**src/rtl/ketimer_pkg.sv**
```systemverilog
// Shared types and codes for the keyed event timer table.
package ketimer_pkg;

    localparam logic [2:0] REQ_CREATE = 3'd0;
    localparam logic [2:0] REQ_UPDATE = 3'd1;
    localparam logic [2:0] REQ_DELETE = 3'd2;
    localparam logic [2:0] REQ_QUERY  = 3'd3;
    localparam logic [2:0] REQ_TICK   = 3'd4;

    localparam logic [1:0] ST_OK       = 2'd0;
    localparam logic [1:0] ST_INVAL    = 2'd1;
    localparam logic [1:0] ST_FULL     = 2'd2;
    localparam logic [1:0] ST_NOTFOUND = 2'd3;

    localparam logic KIND_DONE  = 1'b0;
    localparam logic KIND_FIRED = 1'b1;

    typedef struct packed {
        logic [31:0] cnt;
        logic [7:0]  task_id;
        logic [31:0] ev;
    } entry_t;

    typedef enum logic [2:0] {
        S_IDLE   = 3'b001,
        S_SWEEP  = 3'b010,
        S_REPORT = 3'b100
    } state_t;

endpackage

```
**src/rtl/ketimer_cell.sv**
```systemverilog
// One table slot; the ring rotates entries one slot per cycle during a sweep.
module ketimer_cell
(
    input  logic                  clk,
    input  logic                  rst_n,
    input  logic                  shift,
    input  ketimer_pkg::entry_t   din,
    output ketimer_pkg::entry_t   dout
);

    logic [31:0] cnt_reg;
    logic [7:0]  task_reg;
    logic [31:0] ev_reg;

    always_ff @(posedge clk or negedge rst_n)
    begin
        if (!rst_n)
        begin
            cnt_reg <= '0;
        end
        else if (shift)
        begin
            cnt_reg <= din.cnt;
        end
    end

    always_ff @(posedge clk)
    begin
        if (shift)
        begin
            task_reg <= din.task_id;
            ev_reg   <= din.ev;
        end
    end

    assign dout.cnt     = cnt_reg;
    assign dout.task_id = task_reg;
    assign dout.ev      = ev_reg;

endmodule

```
**src/rtl/keyed_event_timer_table.sv**
```systemverilog
// Top level of the keyed event timer table.
// A request keeps busy high for one full rotation of the slot ring, which
// passes one slot a cycle through the head logic (match, reload, free,
// decrement), and then for the report state. A create that finds no
// matching key but does find a free slot needs a second rotation to fill the
// first free slot. Results are registered and show as one-cycle strobes in
// the cycle after the head logic makes them. Expiry notices therefore come
// out in slot order during the rotation. The completion, or the final notice,
// comes in the same cycle in which busy drops. The receiver cannot stall.
// Requests are handled one at a time.
module keyed_event_timer_table
#(
    parameter int TIMERS = 16
)
(
    input  logic        clk,
    input  logic        rst_n,
    input  logic        start,
    output logic        busy,
    input  logic [2:0]  req_type,
    input  logic [7:0]  task_id,
    input  logic [31:0] event_req,
    input  logic [31:0] reload,
    input  logic [7:0]  elapsed,
    input  logic        cfg_we,
    input  logic [8:0]  cfg_data,
    output logic        strobe,
    output logic        kind,
    output logic [1:0]  status,
    output logic [7:0]  fired_task,
    output logic [31:0] fired_event,
    output logic [31:0] remaining,
    output logic        last
);

    localparam int IW = (TIMERS > 1) ? $clog2(TIMERS) : 1;

    ketimer_pkg::entry_t ring [TIMERS];
    ketimer_pkg::entry_t head_in;
    logic                shift;

    ketimer_pkg::state_t state_reg, state_next;
    logic [IW-1:0] idx_reg, idx_next;
    logic [8:0]    limit_reg;
    logic [2:0]    req_reg;
    logic [7:0]    task_reg;
    logic [31:0]   ev_reg;
    logic [31:0]   rel_reg;
    logic [7:0]    el_reg;
    logic          bad_reg;
    logic          done_reg, done_next;
    logic          freeseen_reg, freeseen_next;
    logic [31:0]   rem_reg, rem_next;

    // deferred expiry notice, so last can be set on the final one
    logic          pend_reg, pend_next;
    logic [7:0]    pt_reg, pt_next;
    logic [31:0]   pe_reg, pe_next;

    // A match may sit after the first free slot, so a create without a match
    // fills the first free slot in a second rotation.
    logic          fill_reg, fill_next;
    ketimer_pkg::entry_t fill_entry;

    logic          o_stb, o_kind, o_last;
    logic [1:0]    o_st;
    logic [7:0]    o_task;
    logic [31:0]   o_ev, o_rem;

    genvar g;
    generate
        for (g = 0; g < TIMERS; g++)
        begin : g_cell
            ketimer_cell u_cell
            (
                .clk   (clk),
                .rst_n (rst_n),
                .shift (shift),
                .din   ((g == 0) ? head_in : ring[(g == 0) ? 0 : g-1]),
                .dout  (ring[g])
            );
        end
    endgenerate

    ketimer_pkg::entry_t tail;
    logic match, isfree;
    assign tail   = ring[TIMERS-1];
    assign isfree = (tail.cnt == '0);
    assign match  = !isfree && (tail.task_id == task_reg) && (tail.ev == ev_reg);
    assign shift  = (state_reg == ketimer_pkg::S_SWEEP);
    assign busy   = (state_reg != ketimer_pkg::S_IDLE);

    always_comb
    begin
        fill_entry.cnt     = rel_reg;
        fill_entry.task_id = task_reg;
        fill_entry.ev      = ev_reg;
    end

    always_comb
    begin
        state_next    = state_reg;
        idx_next      = idx_reg;
        done_next     = done_reg;
        freeseen_next = freeseen_reg;
        fill_next     = fill_reg;
        rem_next      = rem_reg;
        pend_next     = pend_reg;
        pt_next       = pt_reg;
        pe_next       = pe_reg;
        head_in       = tail;
        o_stb = 1'b0; o_kind = ketimer_pkg::KIND_DONE; o_st = ketimer_pkg::ST_OK;
        o_task = '0; o_ev = '0; o_rem = '0; o_last = 1'b0;
        case (state_reg)
            ketimer_pkg::S_IDLE:
            begin
                if (start)
                begin
                    idx_next      = '0;
                    done_next     = 1'b0;
                    freeseen_next = 1'b0;
                    fill_next     = 1'b0;
                    rem_next      = '0;
                    pend_next     = 1'b0;
                    state_next    = ketimer_pkg::S_SWEEP;
                end
            end
            ketimer_pkg::S_SWEEP:
            begin
                if (fill_reg)
                begin
                    if (isfree && !done_reg)
                    begin
                        head_in   = fill_entry;
                        done_next = 1'b1;
                    end
                end
                else
                begin
                    case (req_reg)
                        ketimer_pkg::REQ_TICK:
                        begin
                            if (!isfree && el_reg != '0)
                            begin
                                head_in.cnt = (tail.cnt >= {24'd0, el_reg}) ?
                                              tail.cnt - {24'd0, el_reg} : '0;
                                if (head_in.cnt == '0)
                                begin
                                    if (pend_reg)
                                    begin
                                        o_stb = 1'b1; o_kind = ketimer_pkg::KIND_FIRED;
                                        o_task = pt_reg; o_ev = pe_reg;
                                    end
                                    pend_next = 1'b1;
                                    pt_next   = tail.task_id;
                                    pe_next   = tail.ev;
                                end
                            end
                        end
                        ketimer_pkg::REQ_CREATE, ketimer_pkg::REQ_UPDATE:
                        begin
                            if (!bad_reg && match)
                            begin
                                head_in.cnt = rel_reg;
                                done_next   = 1'b1;
                            end
                            if (isfree && !freeseen_reg)
                            begin
                                freeseen_next = 1'b1;
                            end
                        end
                        ketimer_pkg::REQ_DELETE:
                        begin
                            if (!bad_reg && match)
                            begin
                                head_in.cnt = '0;
                                done_next   = 1'b1;
                            end
                        end
                        ketimer_pkg::REQ_QUERY:
                        begin
                            if (!bad_reg && match)
                            begin
                                rem_next  = tail.cnt;
                                done_next = 1'b1;
                            end
                        end
                        default:
                        begin
                        end
                    endcase
                end
                idx_next = idx_reg + 1'b1;
                if (idx_reg == IW'(TIMERS-1))
                begin
                    if (!fill_reg && req_reg == ketimer_pkg::REQ_CREATE && !bad_reg &&
                        !done_next && freeseen_next)
                    begin
                        fill_next = 1'b1;
                        idx_next  = '0;
                    end
                    else
                    begin
                        state_next = ketimer_pkg::S_REPORT;
                    end
                end
            end
            ketimer_pkg::S_REPORT:
            begin
                state_next = ketimer_pkg::S_IDLE;
            end
            default:
            begin
                state_next = ketimer_pkg::S_IDLE;
            end
        endcase
    end

    logic report_now;
    assign report_now = (state_reg == ketimer_pkg::S_REPORT);

    always_ff @(posedge clk or negedge rst_n)
    begin
        if (!rst_n)
        begin
            state_reg    <= ketimer_pkg::S_IDLE;
            idx_reg      <= '0;
            limit_reg    <= 9'd256;
            done_reg     <= 1'b0;
            freeseen_reg <= 1'b0;
            pend_reg     <= 1'b0;
            fill_reg     <= 1'b0;
        end
        else
        begin
            state_reg    <= state_next;
            idx_reg      <= idx_next;
            done_reg     <= done_next;
            freeseen_reg <= freeseen_next;
            pend_reg     <= pend_next;
            fill_reg     <= fill_next;
            if (cfg_we)
            begin
                limit_reg <= cfg_data;
            end
        end
    end

    always_ff @(posedge clk)
    begin
        rem_reg <= rem_next;
        pt_reg  <= pt_next;
        pe_reg  <= pe_next;
        if (state_reg == ketimer_pkg::S_IDLE && start)
        begin
            req_reg  <= req_type;
            task_reg <= task_id;
            ev_reg   <= event_req;
            rel_reg  <= reload;
            el_reg   <= elapsed;
            bad_reg  <= ({1'b0, task_id} >= limit_reg) ||
                        ((req_type == ketimer_pkg::REQ_CREATE ||
                          req_type == ketimer_pkg::REQ_UPDATE) && reload == '0) ||
                        (req_type > ketimer_pkg::REQ_TICK);
        end
    end

    // output register
    logic        stb_reg, kind_reg, last_reg;
    logic [1:0]  st_reg;
    logic [7:0]  ot_reg;
    logic [31:0] oe_reg, orem_reg;

    always_ff @(posedge clk or negedge rst_n)
    begin
        if (!rst_n)
        begin
            stb_reg <= 1'b0;
        end
        else
        begin
            stb_reg <= o_stb ||
                       (report_now && (req_reg != ketimer_pkg::REQ_TICK || pend_reg));
        end
    end

    always_ff @(posedge clk)
    begin
        if (report_now)
        begin
            last_reg <= 1'b1;
            orem_reg <= '0;
            if (req_reg == ketimer_pkg::REQ_TICK)
            begin
                kind_reg <= ketimer_pkg::KIND_FIRED;
                st_reg   <= ketimer_pkg::ST_OK;
                ot_reg   <= pt_reg;
                oe_reg   <= pe_reg;
            end
            else
            begin
                kind_reg <= ketimer_pkg::KIND_DONE;
                ot_reg   <= '0;
                oe_reg   <= '0;
                if (bad_reg)
                    st_reg <= ketimer_pkg::ST_INVAL;
                else if (done_reg)
                    st_reg <= ketimer_pkg::ST_OK;
                else if (req_reg == ketimer_pkg::REQ_CREATE)
                    st_reg <= freeseen_reg ? ketimer_pkg::ST_OK : ketimer_pkg::ST_FULL;
                else
                    st_reg <= ketimer_pkg::ST_NOTFOUND;
                if (req_reg == ketimer_pkg::REQ_QUERY && !bad_reg && done_reg)
                    orem_reg <= rem_reg;
            end
        end
        else
        begin
            last_reg <= o_last;
            kind_reg <= o_kind;
            st_reg   <= o_st;
            ot_reg   <= o_task;
            oe_reg   <= o_ev;
            orem_reg <= o_rem;
        end
    end

    assign strobe      = stb_reg;
    assign kind        = kind_reg;
    assign status      = st_reg;
    assign fired_task  = ot_reg;
    assign fired_event = oe_reg;
    assign remaining   = orem_reg;
    assign last        = last_reg;

endmodule

```
**config.mk**
```make
export PLATFORM = sky130hd
export DESIGN_NAME = keyed_event_timer_table
export DESIGN_NICKNAME = d
export VERILOG_FILES = /design/src/rtl/ketimer_pkg.sv /design/src/rtl/ketimer_cell.sv /design/src/rtl/keyed_event_timer_table.sv
export SDC_FILE = /design/constraint.sdc
export NUM_CORES = 2
export LEC_CHECK = 0
export BUFFER_PORTS_ARGS = -buffer_cell sky130_fd_sc_hd__buf_2
export CAP_MARGIN = 20
export CORE_MARGIN = 2
export CORE_UTILIZATION = 33
export CTS_CLUSTER_SIZE = 14
export DETAILED_ROUTE_END_ITERATION = 10
export GPL_ROUTABILITY_DRIVEN = 0
export PLACE_DENSITY = 0.55
export SETUP_SLACK_MARGIN = 0.2
export SLEW_MARGIN = 5
export SYNTH_ARGS = -nofsm -noshare
export SYNTH_HDL_FRONTEND = slang
export SYNTH_SLANG_ARGS = --single-unit
export TNS_END_PERCENT = 100
```
**constraint.sdc**
```tcl
create_clock -name clk -period 56.9 [get_ports clk]
set_input_delay 11.38 -clock clk [delete_from_list [all_inputs] [get_ports clk]]
set_output_delay 11.38 -clock clk [all_outputs]
set_load 0.02 [all_outputs]
```
==> metrics <==
status=finished, final reports clean; Worst Setup SP=rst_n; fin crit share=24.4%; antenna-violating nets left=0; synth top area cells=edfxtp_1 (48%), dfrtp_1 (27%), nand2_1 (12%); M1 wire length=a little over 50 mm; register area=about 39,000 um2; post-cts resize count=0; CP Max Fanout=approximately 120; Final setup violation count=0; area share of the largest cell type after synthesis=approximately 48%; PortBufs=roughly 170; final hold vios=0; Post-CTS Setup Bufs=0; Synth Cell Area=about 49,000 um2; Crit-path slowest cell=buf_4; post-synthesis compound-gate area fraction=2.41%; Max-cap violations=0; CTS tree=done; global-route wire length before repair=about 160 mm; crit-path leading delay family=buffers and inverters; final sum of negative setup slack=0 ns; reg2reg path depth=6; Crit path top cell by count=buf_4; share of cells above drive strength 1=roughly 12%; VDD IR max=between 0.02 and 0.03 mV; post-layout min period=~14 ns; Met3 Wirelength=7.50 mm; vias in the first global route=approximately 26,000; cts-stage hold buffer count=0; Critical Path Source Type=input port; Starting Density=33.1%; Cell Count, Final, Fillers Out=a little over 6,000; core outline area=around 150,000 um2; Post-Synth Adder-Cell Area=less than 1%; RSZ-0062 raised after global routing=no; Crit Reg-Reg Startpoint=state_reg[1]$_DFFE_PN0P_; die width=about 390 um; HP Class=reg2reg; DIE HEIGHT=391 um; main combinational cell family by area after synthesis=simple AND/OR/NAND/NOR gates; die area=between 150,000 and 200,000 um2; WP depth=4; Vias=about 28,000; Root Driver=clkbuf_16; # fillers=around 14,000; Hold Startpoint=g_cell[1].u_cell.ev_reg[15]$_DFFE_PP_; largest net degree at the start of global routing=234; Remaining DRCs=0; DR top layer=met5; CP endpoint kind=async pin; Worst EP arrival=14.64 ns; CP endpoint=g_cell[13].u_cell.cnt_reg[31]$_DFFE_PN0P_; cts bufs inserted=~150; Max Slew Vio Count=0; # rows=between 100 and 150; Fmax=around 72 MHz; nets@finish=a little over 4,000; simple-gate portion of the synthesized area=between 10% and 20%; drt pass-1 iters=5; number of vias per cell=between 4 and 5; clock buffer depth=3; XOR/XNOR share of the synthesized area=under 10%; Syn. warnings=0; WL met2=roughly 43 mm; cell taking the most area after synthesis=edfxtp_1; Clock transition at path regs=roughly 0.060 ns; clk sink count=roughly 1,400; Syn Inst Count=approximately 3,800; worst-skew pair later-pin latency=about 0.8 ns; Avg Inst Size Synth=around 13 um2; Max-slew headroom=roughly a quarter; skew final=approximately 0.062 ns; kind of critical path=in2async; leakage=roughly 25 nW; Top Ports=about 170; Area Overhead vs Synth=15.9%; gr ovfl total=0; Post-Route WL=between 100 and 150 mm; register area share after synthesis=78.3%; Worst Path Required=57.65 ns; R2R setup slack=just over 50 ns; synthesized flop and latch total=1,405; CP cell instances=buf_8 > buf_4 > buf_4 > buf_4; Min Hold Slack=between 0.3 and 0.4 ns; multiplexer area fraction after synthesis=less than 1%; Top FF cell, synth=edfxtp_1; Multi-input gate area=roughly 10000 um2; placed cell area=52,600 um2; Routed wire per std cell=between 15 and 20 um; initial antenna violation count=21; Post-synth EDFFs=between 700 and 800; worst-margin pin slew=between 1 and 1.5 ns; DRT iter0 DRCs=~2,700; # H-tree levels=4; Worst path max stage delay=0.85 ns; fin area=between 50,000 and 60,000 um2; gr usage total=a little over an eighth; detailed placement HPWL=approximately 64 mm; WP buf/inv=4; Mapped Nets=approximately 3,900; RR Endpoint=g_cell[0].u_cell.ev_reg[27]$_DFFE_PP_; pwr/cell area=approximately 46 nW/um2; Final Util=around 38%; post-synthesis cell type count=a little under 80; ys async rst share=a little under two fifths; cell count after placement=around 5,800
power breakdown:
group | internal [mW] | total [mW] | switching [mW]
clock | 0.531 | 0.937 | 0.406
sequential | 1.32 | 1.42 | 0.0972
combinational | 0.0655 | 0.269 | 0.204
total | 1.92 | 2.63 | 0.707
placed cells by master (no fill, tap or decap), drive strengths merged, types with 12 or more instances in the layout:
cell type	netlist	layout
nor3	19	19
o21ai	48	48
nor4	30	30
nor2	51	51
clkinv	0	61
clkbuf	152	193
dfrtp	531	531
ha	17	17
nand2	1622	1622
edfxtp	796	796
dfxtp	76	76
nand4	12	12
nor2b	43	43
nand3	16	16
a21oi	59	59
inv	27	33
and2	35	35
xnor2	47	47
and3	32	32
buf	17	207
layout make-up:
class	instances	area share [%]
Inverter	27	0.194
Sequential cell	1405	67.6
Clock inverter	76	1.49
Multi-Input combinational cell	2178	17.4
Timing Repair Buffer	207	2.07
Antenna cell	7	0.0305
Tap cell	2016	4.40
Clock buffer	193	6.89
kinds of logic (layout without fill, tap and decap cells):
| group | after synthesis | in the layout |
|---|---|---|
| flops | 1405 | 1405 |
| fa+ha+maj | 19 | 19 |
| other cells | 0 | 7 |
| simple gates | 1912 | 1912 |
| buf+inv | 196 | 503 |
| mux | 3 | 3 |
| compound gates | 186 | 186 |
| xor+xnor | 58 | 58 |
routing by layer:
metal | vias up | GRT usage [%]
met5 | - | 0
met4 | 10 | 4.75
met3 | 190 | 3.92
met2 | 679 | 18.2
met1 | 13600 | 20.6
li1 | 13100 | -
cell usage after synthesis, types with 5 or more instances:
library cell,instances
inv_1,26
nor2b_2,39
or4_1,6
nand4b_1,9
dfrtp_1,531
xnor2_1,47
nor4_1,26
o21ai_0,47
nand2_1,1621
nor2_1,51
a21oi_1,59
and3_1,31
a211oi_1,6
a221oi_1,11
buf_6,7
or2_2,7
o31ai_1,6
edfxtp_1,796
nand3_1,16
and2_1,35
or3_1,7
nand4_1,11
ha_1,17
nor3_1,19
dfxtp_1,76
clkbuf_1,150
a22oi_1,7
a21o_1,11
nand2b_1,8
o221ai_1,5
xor2_1,11
worst min-delay path by stage:
stage | end | slack (ns) | cells past startpoint
floorplan | g_cell[10].u_cell.ev_reg[0]$_DFFE_PP_ | 0.40 | 0
global placement | g_cell[6].u_cell.ev_reg[3]$_DFFE_PP_ | 0.40 | 0
detailed placement | g_cell[11].u_cell.ev_reg[1]$_DFFE_PP_ | 0.40 | 0
CTS | g_cell[2].u_cell.ev_reg[15]$_DFFE_PP_ | 0.39 | 0
global route | g_cell[2].u_cell.ev_reg[15]$_DFFE_PP_ | 0.39 | 0
finish | g_cell[2].u_cell.ev_reg[15]$_DFFE_PP_ | 0.39 | 0
stage by stage:
stage          power (mW)  setup WS, ns
5_1_grt              2.76         42.42
2_1_floorplan        1.68         37.21
4_1_cts              2.67         42.82
3_3_place_gp         1.70         42.05
3_5_place_dp         1.71         41.99
6_report             2.63         43.00
Note: power is estimated with default switching activity, not from simulation.
